[src/hdl/yolo_row_decode_filter_defines.svh]
// assertion macros for the detector row decode filter
// used by yolo_row_decode_filter; expects clk and rst_n in scope
`ifndef YOLO_ROW_DECODE_FILTER_DEFINES_SVH
`define YOLO_ROW_DECODE_FILTER_DEFINES_SVH

// same-cycle implication
`define YRDF_ASSERT_IMP(label, ante, cons, msg) \
    label: assert property (@(posedge clk) disable iff (!rst_n) (ante) |-> (cons)) \
        else $error(msg);

// next-cycle implication
`define YRDF_ASSERT_NXT(label, ante, cons, msg) \
    label: assert property (@(posedge clk) disable iff (!rst_n) (ante) |=> (cons)) \
        else $error(msg);

`endif

[src/hdl/yrdf_pkg.sv]
// shared constants, register indexes and helpers for the row decode filter
// no dependencies
package yrdf_pkg;

    localparam int MAX_CLASSES = 128;
    localparam int FRAC_BITS   = 12;
    localparam int HEAD_LEN    = 5;
    localparam int BOX_LEN     = 4;

    localparam logic [7:0] ROW_MIN = 8'(HEAD_LEN + 1);
    localparam logic [7:0] ROW_MAX = 8'(HEAD_LEN + MAX_CLASSES);

    // 1.0 in the box arithmetic width
    localparam logic signed [19:0] ONE_Q = 20'sd1 <<< FRAC_BITS;

    localparam logic [7:0]  RST_ROW_LENGTH = 8'd85;
    localparam logic [15:0] RST_ROWS       = 16'd25200;
    localparam logic [7:0]  RST_CAP        = 8'd100;
    localparam logic [12:0] RST_THRESHOLD  = 13'd1229;

    typedef enum logic [2:0] {
        REG_ROW_LENGTH  = 3'd0,
        REG_ROWS        = 3'd1,
        REG_CAP         = 3'd2,
        REG_THRESHOLD   = 3'd3,
        REG_SWAP_XY     = 3'd4,
        REG_FLIP_Y      = 3'd5,
        REG_MASK_LOW    = 3'd6,
        REG_MASK_HIGH   = 3'd7
    } cfg_reg_t;

    function automatic logic signed [15:0] sat16(input logic signed [19:0] v);
        logic signed [15:0] r;
        if (v > 20'sd32767)
            r = 16'sh7fff;
        else if (v < -20'sd32768)
            r = 16'sh8000;
        else
            r = v[15:0];
        return r;
    endfunction

endpackage

[src/hdl/yolo_row_decode_filter.sv]
// Detector output row decoder: tracks the per-row class maximum, scores and filters each
// row, converts the box centre to a top-left corner and enforces a per-frame detection cap.
// Accepts one tensor element per clock, with no gaps between rows, while in_stall is low. A
// row's result passes from its last element through a row snapshot, a multiply/box stage and a
// filter/cap stage into the output register. The input stalls only when both row stages hold rows and the output
// register holds a result that is itself stalled. Depends on yrdf_pkg and the defines header.
`include "yolo_row_decode_filter_defines.svh"

module yolo_row_decode_filter
    import yrdf_pkg::*;
(
    input  logic               clk,
    input  logic               rst_n,
    // config port
    input  logic               psel,
    input  logic               penable,
    input  logic               pwrite,
    input  logic [5:0]         paddr,
    input  logic [63:0]        pwdata,
    output logic [63:0]        prdata,
    output logic               pready,
    // element stream
    input  logic               in_valid,
    output logic               in_stall,
    input  logic signed [15:0] element,
    // detections
    output logic               out_valid,
    input  logic               out_stall,
    output logic signed [15:0] left,
    output logic signed [15:0] top,
    output logic [14:0]        box_width,
    output logic [14:0]        box_height,
    output logic signed [15:0] det_score,
    output logic [6:0]         label,
    output logic [15:0]        row_index
);

    // ---------------- configuration registers ----------------
    logic [7:0]  row_length_reg;
    logic [15:0] rows_reg;
    logic [7:0]  cap_reg;
    logic [12:0] thr_reg;
    logic        swap_reg;
    logic        flip_reg;
    logic [63:0] mask_lo_reg;
    logic [63:0] mask_hi_reg;

    cfg_reg_t    cfg_idx;
    logic        cfg_wr;

    assign pready  = 1'b1;
    assign cfg_idx = cfg_reg_t'(paddr[5:3]);
    assign cfg_wr  = psel && penable && pwrite && pready;

    always_ff @(posedge clk or negedge rst_n)
    begin
        if (!rst_n)
        begin
            row_length_reg <= RST_ROW_LENGTH;
            rows_reg       <= RST_ROWS;
            cap_reg        <= RST_CAP;
            thr_reg        <= RST_THRESHOLD;
            swap_reg       <= 1'b0;
            flip_reg       <= 1'b0;
            mask_lo_reg    <= '0;
            mask_hi_reg    <= '0;
        end
        else if (cfg_wr)
        begin
            case (cfg_idx)
                REG_ROW_LENGTH: row_length_reg <= pwdata[7:0];
                REG_ROWS:       rows_reg       <= pwdata[15:0];
                REG_CAP:        cap_reg        <= pwdata[7:0];
                REG_THRESHOLD:  thr_reg        <= pwdata[12:0];
                REG_SWAP_XY:    swap_reg       <= pwdata[0];
                REG_FLIP_Y:     flip_reg       <= pwdata[0];
                REG_MASK_LOW:   mask_lo_reg    <= pwdata;
                REG_MASK_HIGH:  mask_hi_reg    <= pwdata;
                default:        ;
            endcase
        end
    end

    always_comb
    begin
        case (cfg_idx)
            REG_ROW_LENGTH: prdata = {56'd0, row_length_reg};
            REG_ROWS:       prdata = {48'd0, rows_reg};
            REG_CAP:        prdata = {56'd0, cap_reg};
            REG_THRESHOLD:  prdata = {51'd0, thr_reg};
            REG_SWAP_XY:    prdata = {63'd0, swap_reg};
            REG_FLIP_Y:     prdata = {63'd0, flip_reg};
            REG_MASK_LOW:   prdata = mask_lo_reg;
            REG_MASK_HIGH:  prdata = mask_hi_reg;
            default:        prdata = '0;
        endcase
    end

    // ---------------- pipeline control ----------------
    logic s1_valid_reg, s2_valid_reg, out_valid_reg;
    logic o_ready, emit, pass, s2_take, s1_adv, in_acc;

    // ---------------- row accumulation ----------------
    // data fields are written even in a closed frame: every open row rewrites them all
    logic [7:0]         pos_reg;
    logic [15:0]        row_cnt_reg;
    logic signed [15:0] box_reg [BOX_LEN];
    logic signed [15:0] conf_reg;
    logic signed [15:0] best_reg;
    logic [6:0]         cls_reg;

    logic [7:0]         len_eff;
    logic               row_end;
    logic               take_best;
    logic signed [15:0] best_new;
    logic [6:0]         cls_new;
    logic [15:0]        row_cnt_inc;
    logic               frame_end;

    always_comb
    begin
        if (row_length_reg < ROW_MIN)
            len_eff = ROW_MIN;
        else if (row_length_reg > ROW_MAX)
            len_eff = ROW_MAX;
        else
            len_eff = row_length_reg;
    end

    assign row_end     = ({1'b0, pos_reg} + 9'd1) >= {1'b0, len_eff};
    assign take_best   = (pos_reg == 8'(HEAD_LEN)) || (element > best_reg);
    assign best_new    = take_best ? element : best_reg;
    assign cls_new     = take_best ? 7'(pos_reg - 8'(HEAD_LEN)) : cls_reg;
    assign row_cnt_inc = row_cnt_reg + 16'd1;
    assign frame_end   = row_cnt_inc == rows_reg;
    assign in_acc      = in_valid && !in_stall;

    always_ff @(posedge clk or negedge rst_n)
    begin
        if (!rst_n)
        begin
            pos_reg     <= '0;
            row_cnt_reg <= '0;
            best_reg    <= 16'sh8000;
            cls_reg     <= '0;
        end
        else if (in_acc)
        begin
            if (row_end)
            begin
                pos_reg     <= '0;
                best_reg    <= 16'sh8000;
                cls_reg     <= '0;
                row_cnt_reg <= frame_end ? 16'd0 : row_cnt_inc;
            end
            else
            begin
                pos_reg <= pos_reg + 8'd1;
                if (pos_reg >= 8'(HEAD_LEN))
                begin
                    best_reg <= best_new;
                    cls_reg  <= cls_new;
                end
            end
        end
    end

    always_ff @(posedge clk or negedge rst_n)
    begin
        if (!rst_n)
        begin
            for (int i = 0; i < BOX_LEN; i++)
                box_reg[i] <= '0;
            conf_reg <= '0;
        end
        else if (in_acc)
        begin
            if (pos_reg < 8'(BOX_LEN))
                box_reg[pos_reg[1:0]] <= element;
            else if (pos_reg == 8'(BOX_LEN))
                conf_reg <= element;
        end
    end

    // ---------------- stage 1: row snapshot ----------------
    logic signed [15:0] s1_box_reg [BOX_LEN];
    logic signed [15:0] s1_conf_reg;
    logic signed [15:0] s1_best_reg;
    logic [6:0]         s1_cls_reg;
    logic [15:0]        s1_idx_reg;
    logic               s1_last_reg;

    assign s1_adv   = !s2_valid_reg || s2_take;
    assign in_stall = s1_valid_reg && !s1_adv;

    always_ff @(posedge clk or negedge rst_n)
    begin
        if (!rst_n)
            s1_valid_reg <= 1'b0;
        else if (in_acc && row_end)
            s1_valid_reg <= 1'b1;
        else if (s1_adv)
            s1_valid_reg <= 1'b0;
    end

    always_ff @(posedge clk)
    begin
        if (in_acc && row_end)
        begin
            for (int i = 0; i < BOX_LEN; i++)
                s1_box_reg[i] <= box_reg[i];
            s1_conf_reg <= conf_reg;
            s1_best_reg <= best_new;
            s1_cls_reg  <= cls_new;
            s1_idx_reg  <= row_cnt_reg;
            s1_last_reg <= frame_end;
        end
    end

    // ---------------- stage 2: score and box ----------------
    logic signed [31:0] prod;
    logic signed [31:0] prod_sh;
    logic signed [15:0] score_c;
    logic signed [15:0] xc, yc, bw, bh;
    logic signed [19:0] xmin, ymin, ymax, top_c;
    logic [127:0]       mask_all;

    assign prod     = s1_best_reg * s1_conf_reg;
    assign prod_sh  = prod >>> FRAC_BITS;
    assign mask_all = {mask_hi_reg, mask_lo_reg};

    always_comb
    begin
        if (prod_sh > 32'sd32767)
            score_c = 16'sh7fff;
        else if (prod_sh < -32'sd32768)
            score_c = 16'sh8000;
        else
            score_c = prod_sh[15:0];

        if (swap_reg)
        begin
            xc = s1_box_reg[0];
            yc = s1_box_reg[1];
            bw = s1_box_reg[2];
            bh = s1_box_reg[3];
        end
        else
        begin
            yc = s1_box_reg[0];
            xc = s1_box_reg[1];
            bh = s1_box_reg[2];
            bw = s1_box_reg[3];
        end

        xmin  = 20'(xc) - 20'(bw >>> 1);
        ymin  = 20'(yc) - 20'(bh >>> 1);
        ymax  = ymin + 20'(bh);
        top_c = flip_reg ? (ONE_Q - ymax) : ymin;
    end

    logic signed [15:0] s2_score_reg;
    logic signed [15:0] s2_left_reg, s2_top_reg;
    logic [14:0]        s2_w_reg, s2_h_reg;
    logic [6:0]         s2_cls_reg;
    logic [15:0]        s2_idx_reg;
    logic               s2_ign_reg, s2_neg_reg, s2_last_reg;

    always_ff @(posedge clk or negedge rst_n)
    begin
        if (!rst_n)
            s2_valid_reg <= 1'b0;
        else if (s1_adv)
            s2_valid_reg <= s1_valid_reg;
    end

    always_ff @(posedge clk)
    begin
        if (s1_adv && s1_valid_reg)
        begin
            s2_score_reg <= score_c;
            s2_left_reg  <= sat16(xmin);
            s2_top_reg   <= sat16(top_c);
            s2_w_reg     <= bw[14:0];
            s2_h_reg     <= bh[14:0];
            s2_cls_reg   <= s1_cls_reg;
            s2_idx_reg   <= s1_idx_reg;
            s2_ign_reg   <= mask_all[s1_cls_reg];
            s2_neg_reg   <= bw[15] || bh[15];
            s2_last_reg  <= s1_last_reg;
        end
    end

    // ---------------- stage 3: filter, cap, output ----------------
    logic [7:0]         kept_reg;
    logic               closed_reg;
    logic [7:0]         kept_inc;
    logic signed [16:0] score17, thr17;

    assign score17  = {s2_score_reg[15], s2_score_reg};
    assign thr17    = {4'b0000, thr_reg};
    assign pass     = (score17 >= thr17) && !s2_ign_reg;
    assign emit     = s2_valid_reg && !closed_reg && pass && !s2_neg_reg;
    assign o_ready  = !out_valid_reg || !out_stall;
    assign s2_take  = s2_valid_reg && (!emit || o_ready);
    assign kept_inc = kept_reg + 8'd1;

    always_ff @(posedge clk or negedge rst_n)
    begin
        if (!rst_n)
        begin
            kept_reg   <= '0;
            closed_reg <= 1'b0;
        end
        else if (s2_take)
        begin
            if (s2_last_reg)
            begin
                kept_reg   <= '0;
                closed_reg <= 1'b0;
            end
            else if (!closed_reg && pass)
            begin
                // negative-size boxes still use a slot
                kept_reg <= kept_inc;
                if (kept_inc >= cap_reg)
                    closed_reg <= 1'b1;
            end
        end
    end

    logic signed [15:0] o_left_reg, o_top_reg, o_score_reg;
    logic [14:0]        o_w_reg, o_h_reg;
    logic [6:0]         o_cls_reg;
    logic [15:0]        o_idx_reg;

    always_ff @(posedge clk or negedge rst_n)
    begin
        if (!rst_n)
            out_valid_reg <= 1'b0;
        else if (o_ready)
            out_valid_reg <= emit;
    end

    always_ff @(posedge clk)
    begin
        if (o_ready && emit)
        begin
            o_left_reg  <= s2_left_reg;
            o_top_reg   <= s2_top_reg;
            o_w_reg     <= s2_w_reg;
            o_h_reg     <= s2_h_reg;
            o_score_reg <= s2_score_reg;
            o_cls_reg   <= s2_cls_reg;
            o_idx_reg   <= s2_idx_reg;
        end
    end

    assign out_valid  = out_valid_reg;
    assign left       = o_left_reg;
    assign top        = o_top_reg;
    assign box_width  = o_w_reg;
    assign box_height = o_h_reg;
    assign det_score  = o_score_reg;
    assign label      = o_cls_reg;
    assign row_index  = o_idx_reg;

    // ---------------- assertions ----------------
    `YRDF_ASSERT_IMP(a_pos_range, 1'b1, pos_reg < ROW_MAX, "element position past longest row")
    `YRDF_ASSERT_NXT(a_row_snap, in_acc && row_end, s1_valid_reg, "row end lost its snapshot")
    `YRDF_ASSERT_NXT(a_frame_reset, s2_take && s2_last_reg, (kept_reg == 8'd0) && !closed_reg,
        "frame end did not reopen the frame")
    `YRDF_ASSERT_IMP(a_out_source, $rose(out_valid_reg), $past(s2_valid_reg) && !$past(closed_reg),
        "detection without a filtered row behind it")

endmodule

[config.mk]
export PLATFORM = sky130hd
export DESIGN_NAME = yolo_row_decode_filter
export DESIGN_NICKNAME = d
export VERILOG_FILES = /design/src/hdl/yrdf_pkg.sv /design/src/hdl/yolo_row_decode_filter.sv
export VERILOG_INCLUDE_DIRS = /design/src /design/src/hdl
export SDC_FILE = /design/constraint.sdc
export NUM_CORES = 2
export LEC_CHECK = 0
export ABC_AREA = 1
export BUFFER_PORTS_ARGS = -buffer_cell sky130_fd_sc_hd__buf_2
export CORE_MARGIN = 8
export CORE_UTILIZATION = 50
export CTS_CLUSTER_SIZE = 40
export DETAILED_ROUTE_END_ITERATION = 12
export PLACE_DENSITY = 0.79
export SYNTH_ARGS = -nofsm -noshare
export SYNTH_HDL_FRONTEND = slang
export SYNTH_SLANG_ARGS = --single-unit
[constraint.sdc]
create_clock -name clk -period 6.4 [get_ports clk]
set_input_delay 1.28 -clock clk [delete_from_list [all_inputs] [get_ports clk]]
set_output_delay 1.28 -clock clk [all_outputs]
set_load 0.01 [all_outputs]
# Word-level counts from Yosys, hierarchy flattened
# Memory sizes are Yosys's and may differ from the RTL's.
# Index checks and enable logic that the tools add are counted.
dict set report totals {
  register_bits 575
  ram_bits 64
  inputBits 93
  out_inout_bits 168
  wordCells 164
  n_memories 1
}
dict set report classes {
  add_sub_neg 9
  mul 1
  order_cmp 17
  eq_ne 10
  muxes 33
  n_bitwise 2
  reduce_logical 47
}
# memory depth width read_ports rd_ports_with_merged_regs wr line
set memory_table {}
lappend memory_table {s1_box_reg 4 16 4 0 4 yolo_row_decode_filter.sv:186} ;# logic signed [15:0] s1_box_reg [BOX_LEN];
# op n
set ops {}
lappend ops {{$pmux W64 S8} 1}
lappend ops {{$mux W16} 12}
lappend ops {{$bwmux W64} 1}
lappend ops {{$gt A20 B16 Y1 const B} 2}
lappend ops {{$lt A20 B16 Y1 const B} 2}
lappend ops {{$mux W8} 5}
lappend ops {{$sub A16 B15 Y17} 2}
lappend ops {{$demux W16 S2} 1}
lappend ops {{$mul A16 B16 Y32} 1}
lappend ops {{$reduce_and A2 Y1} 12}
lappend ops {{$mux W7} 3}
lappend ops {{$mux W20} 1}
lappend ops {{$sub A14 B18 Y19 const A} 1}
lappend ops {{$add A17 B16 Y18} 1}
lappend ops {{$gt A17 B16 Y1 const B} 1}
lappend ops {{$lt A17 B16 Y1 const B} 1}
lappend ops {{$add A16 B1 Y16 const B} 1}
lappend ops {{$add A8 B1 Y8 const B} 2}
lappend ops {{$eq A16 B16 Y1} 1}
lappend ops {{$eq A8 B3 Y1 const B} 2}
lappend ops {{$ge A16 B14 Y1} 1}
lappend ops {{$gt A16 B16 Y1} 1}
lappend ops {{$lt A8 B3 Y1 const B} 2}
lappend ops {{$logic_and A1 B1 Y1} 14}
lappend ops {{other kinds (21)} 48}

# Logic depth before layout (Yosys ltp)
dict set report logic_depth {
  word_depth 15
  mapped_depth 32
  mapped_depth_nobuf 30
}

# Least setup slack after synthesis
# Ideal clock, no wire load.
dict set report synth_path {
  path_type {register to register}
  from {register s1_conf_reg[5]}
  to {register s2_score_reg[10], data pin}
  setup_time_ns 0.253
  t_arrival_ns 6.301
  required_time_ns 6.147
  slack_ns -0.155
  stages_incl_launch_ff 30
  n_path_buf 3
  period_less_slack_ns 6.555
  path_cell_list {edfxtp_1 > clkbuf_1 > clkbuf_1 > nand2_1 > fa_1 > inv_1 > fa_1 > inv_1 > fa_1 > inv_1 > fa_1 > fa_1 > inv_1 > fa_1 > inv_1 > ha_1 > nand2_1 > nor2_1 > inv_1 > nor2_1 > inv_1 > nor4_1 > nand2_1 > nand3_1 > nand2_1 > nor2_1 > nand3_1 > nand2_2 > buf_6 > nand2_1}
}
dict set report synth_between {
  elab_chain_len 3
  word_cells_on_any_way 4
  cone_classes {mul (1); order compare (2); mux (1)}
}
# element line
set synth_rtl {}
lappend synth_rtl {{from (decl)} yolo_row_decode_filter.sv:187} ;# logic signed [15:0] s1_conf_reg;
lappend synth_rtl {{from (signal assigned)} yolo_row_decode_filter.sv:212} ;# s1_conf_reg <= conf_reg;
lappend synth_rtl {{$mul A16 B16 Y32 *} yolo_row_decode_filter.sv:228} ;# assign prod = s1_best_reg * s1_conf_reg;
lappend synth_rtl {{$lt A20 B16 Y1} yolo_row_decode_filter.sv:236} ;# else if (prod_sh < -32'sd32768)
lappend synth_rtl {{$mux W16} yolo_row_decode_filter.sv:236}
lappend synth_rtl {{to (signal assigned)} yolo_row_decode_filter.sv:281} ;# s2_score_reg <= score_c;
lappend synth_rtl {{to (decl)} yolo_row_decode_filter.sv:262} ;# logic signed [15:0] s2_score_reg;
# Mark *: on every way between the ends. The rest lies on a longest branch, timed or not.
# A chain may end at the register's enable or synchronous reset.

# Worst setup path in the final report
dict set report layout_path {
  from {register s1_conf_reg[6]}
  to {register s2_score_reg[9], data pin}
}
# Same word-level chain as after synthesis.

==> summary.md <==
| Metric | Value |
|---|---|
| Yosys top cell by area | `edfxtp_1` |
| Max-Cap Viols | `0` |
| CP startpoint | `s1_conf_reg[6]` |
| TritonCTS Buffers | `69` |
| Post-synth top area share | `0.235` |
| Pins Over Slew Limit | `0` |
| Die area | `92400 um^2` |
| Core Box Area | `82100 um^2` |
| Sequential area share after synthesis | `0.426` |
| Met2 routed WL | `53200 um` |
| Simple-gate share of the synthesized area | `0.177` |
| Post-route minimum period | `6.18 ns` |
| Largest net degree at the start of global routing | `141` |
| Place WS | `0.0278 ns` |
| Num ports | `261` |
| Fmax | `0.162 GHz` |
| Critical path launch point type | `flip-flop` |
| Main synth FF type | `edfxtp_1` |
| CP Data Arrival Time | `6.53 ns` |
| Synth Area in Adders | `0.187` |
| Post-DR wirelength/cell | `18.1 um` |
| Largest family of logic cells by synthesized area | `adder cells` |
| Worst r2r src | `s1_conf_reg[6]` |
| HPWL Detailed | `79100 um` |
| Number of fillers in the final layout | `6759` |
| Yosys Warn Count | `0` |
| Nature of the critical path endpoint | `flip-flop` |
| Final Hold Viols | `0` |
| Area contributors post-synth | `edfxtp_1, dfrtp_1, fa_1, nand2_1, inv_1` |
| Fin nets | `5490` |
| Crit Path Max Fanout | `8` |
| Initial core utilization | `0.505` |
| Gp weighted congestion | `0.940` |
| Starting DRC count in detailed routing | `2793` |
| Die extent in y | `304 um` |
| DR vias | `33000` |
| Vias per cell | `5.43` |
| Die width | `304 um` |
| CTS max path bufs | `3` |
| Worst Hold Class | `reg -> reg` |
| Max stage delay on crit path | `0.57 ns` |
| Mapped Nets | `5207` |
| Rel. slew slack | `0.239` |
| Fraction of registers with async set or reset after synthesis | `0.491` |
| Worst skew pair latency | `0.62 ns` |
| Worst path required time | `6.75 ns` |
| Root buf cell | `clkbuf_16` |
| # DRC | `0` |
| Final worst-path cycle share | `0.965` |
| Area of the multi-input gates | `20400 um^2` |
| Share of cells above drive strength 1 | `0.147` |
| Port bufs | `256` |
| DR WL met3 | `8590 um` |
| Number of detailed-route iterations in the first pass | `8` |
| Number of global-route vias before repair | `33300` |
| PnR worst setup slack | `0.223 ns` |
| Tot GR Track Use | `0.233` |
| Status | `finished, final reports clean` |
| Htree depth | `3` |
| Antenna viol nets, final | `0` |
| CP dominant cell by count | `fa_1` |
| Most frequent cell after synthesis | `nand2_1` |
| Type of the worst setup path | `reg -> reg` |
| Wl on met1 | `43900 um` |
| Reg clk slew, reported paths | `0.06 ns` |
| Initial antenna violation count | `8` |
| Hold_buf cts | `0` |
| Mean Syn Cell Area | `8.91 um^2` |
| Post-synthesis register bit count | `639` |
| Worst Max-Slew Pin Slew | `1.14 ns` |
| CTS tree | `done` |
| DR top layer | `met5` |
| First-pass GRT wire length | `176000 um` |
| Xor/xnor cell area share of the yosys netlist | `0.0169` |
| Num rows | `105` |
| Area delta synth->final | `14.3%` |
| Post-synth EDFFs | `325` |
| Congestion Overflow GR | `0` |
| Synth Instances | `4653` |
| Clock skew | `0.0300 ns` |
| Slowest stage cell on the critical path | `fa_1` |
| TritonCTS Sinks | `639` |
| Unique masters post-synth | `60` |
| Hold_sp | `s2_cls_reg[6]` |
| Post-Synthesis Cell Area | `41400 um^2` |
| Mux cell area share after synthesis | `0.0100` |
| Routed WL | `110000 um` |
| FF/Latch Area | `17600 um^2` |
| Synth Area in Compound Gates | `0.0889` |
| Final setup violation count | `0` |
| Leading cell types by count after synthesis | `nand2_1, inv_1, o21ai_0` |
cell families (layout without fill, tap and decap cells):
logic type	count (synthesis)	after routing
AND/OR/NAND/NOR	1743	1745
buffers and inverters	1016	1351
AO/OA/AOI/OAI	676	676
flip-flops	639	639
adder cells (fa/ha/maj)	461	461
XOR/XNOR	80	80
multiplexers	37	37
other	1	8
final cells by class:
cell class | count | area share
Sequential cell | 639 | 0.372
Clock buffer | 99 | 0.0423
Clock inverter | 26 | 0.00597
Inverter | 815 | 0.0647
Multi-Input combinational cell | 3000 | 0.431
Timing Repair Buffer | 411 | 0.0548
Tap cell | 1070 | 0.0283
Antenna cell | 7 | 0.000370
routing by layer:
layer  global-route usage  up-vias
met1                0.300    15900
met5                    0        -
met3               0.0422      260
met4               0.0847        2
li1                     -    15400
met2                0.392     1370
worst paths after layout:
path / to / slack [ns] / depth (start not counted)
worst max-delay path: s2_score_reg[9] / 0.22 / 25
worst min-delay path: label[6] / 0.41 / 0
worst max register to register: s2_score_reg[9] / 0.22 / 25
worst min register to register: label[6] / 0.41 / 0
max in group asynchronous: mask_lo_reg[55] / 4.51 / 2
min in group asynchronous: row_cnt_reg[11] / 0.64 / 1
critical path, delay by kind of cell (launching register included):
kind,cells,cell delay (ns)
fa+ha+maj,7,3.47
simple gates,8,0.73
buf+inv,7,0.62
compound gates,3,0.60
flops,1,0.51
placed cells by master (no fill, tap or decap), drive strengths merged, types with 3 or more instances in the layout:
cell,netlist,final
clkbuf,141,99
o22ai,33,33
dfstp,20,20
mux2,36,36
xor2,51,51
a21o,10,10
nor4,3,3
inv,813,814
o21bai,15,15
nand3,161,161
edfxtp,325,325
o2111ai,8,8
ha,197,197
nand4,99,99
nor2,232,232
diode,0,7
nand2,1166,1168
fa,264,264
xnor2,29,29
nor3,22,22
buf,60,411
a21boi,9,9
a31oi,5,5
dfrtp,294,294
a22oi,20,20
a21oi,160,160
o221ai,5,5
nand3b,15,15
clkinv,2,21
o21ai,393,393
o21a,5,5
clkinvlp,0,4
or2,42,42
o211ai,6,6
metrics by stage:
stage,TNS [ns],cell area [um^2],utilization,hold slack [ns],std cells
after global placement,0,44400,0.541,0.400,5918
after detailed placement,0,44400,0.541,0.405,5918
after CTS,0,46700,0.569,0.401,6046
after global routing,-0.360,47400,0.577,0.401,6061
final,0,47400,0.577,0.409,6067
after floorplan,0,41400,-,0.400,4653
what timing repair did:
| item | CTS | global route |
|---|---|---|
| buffers inserted | 3 | 12 |
| pin swaps | 0 | 50 |
| endpoints found under the hold margin | 0 | 0 |
| setup endpoints to repair | 7 | 16 |
| resized for setup | 1 | 118 |
| cloned | 0 | 2 |
Power is not shown: default switching activity piles up to over one toggle a cycle in this logic, so the estimate is an artifact.
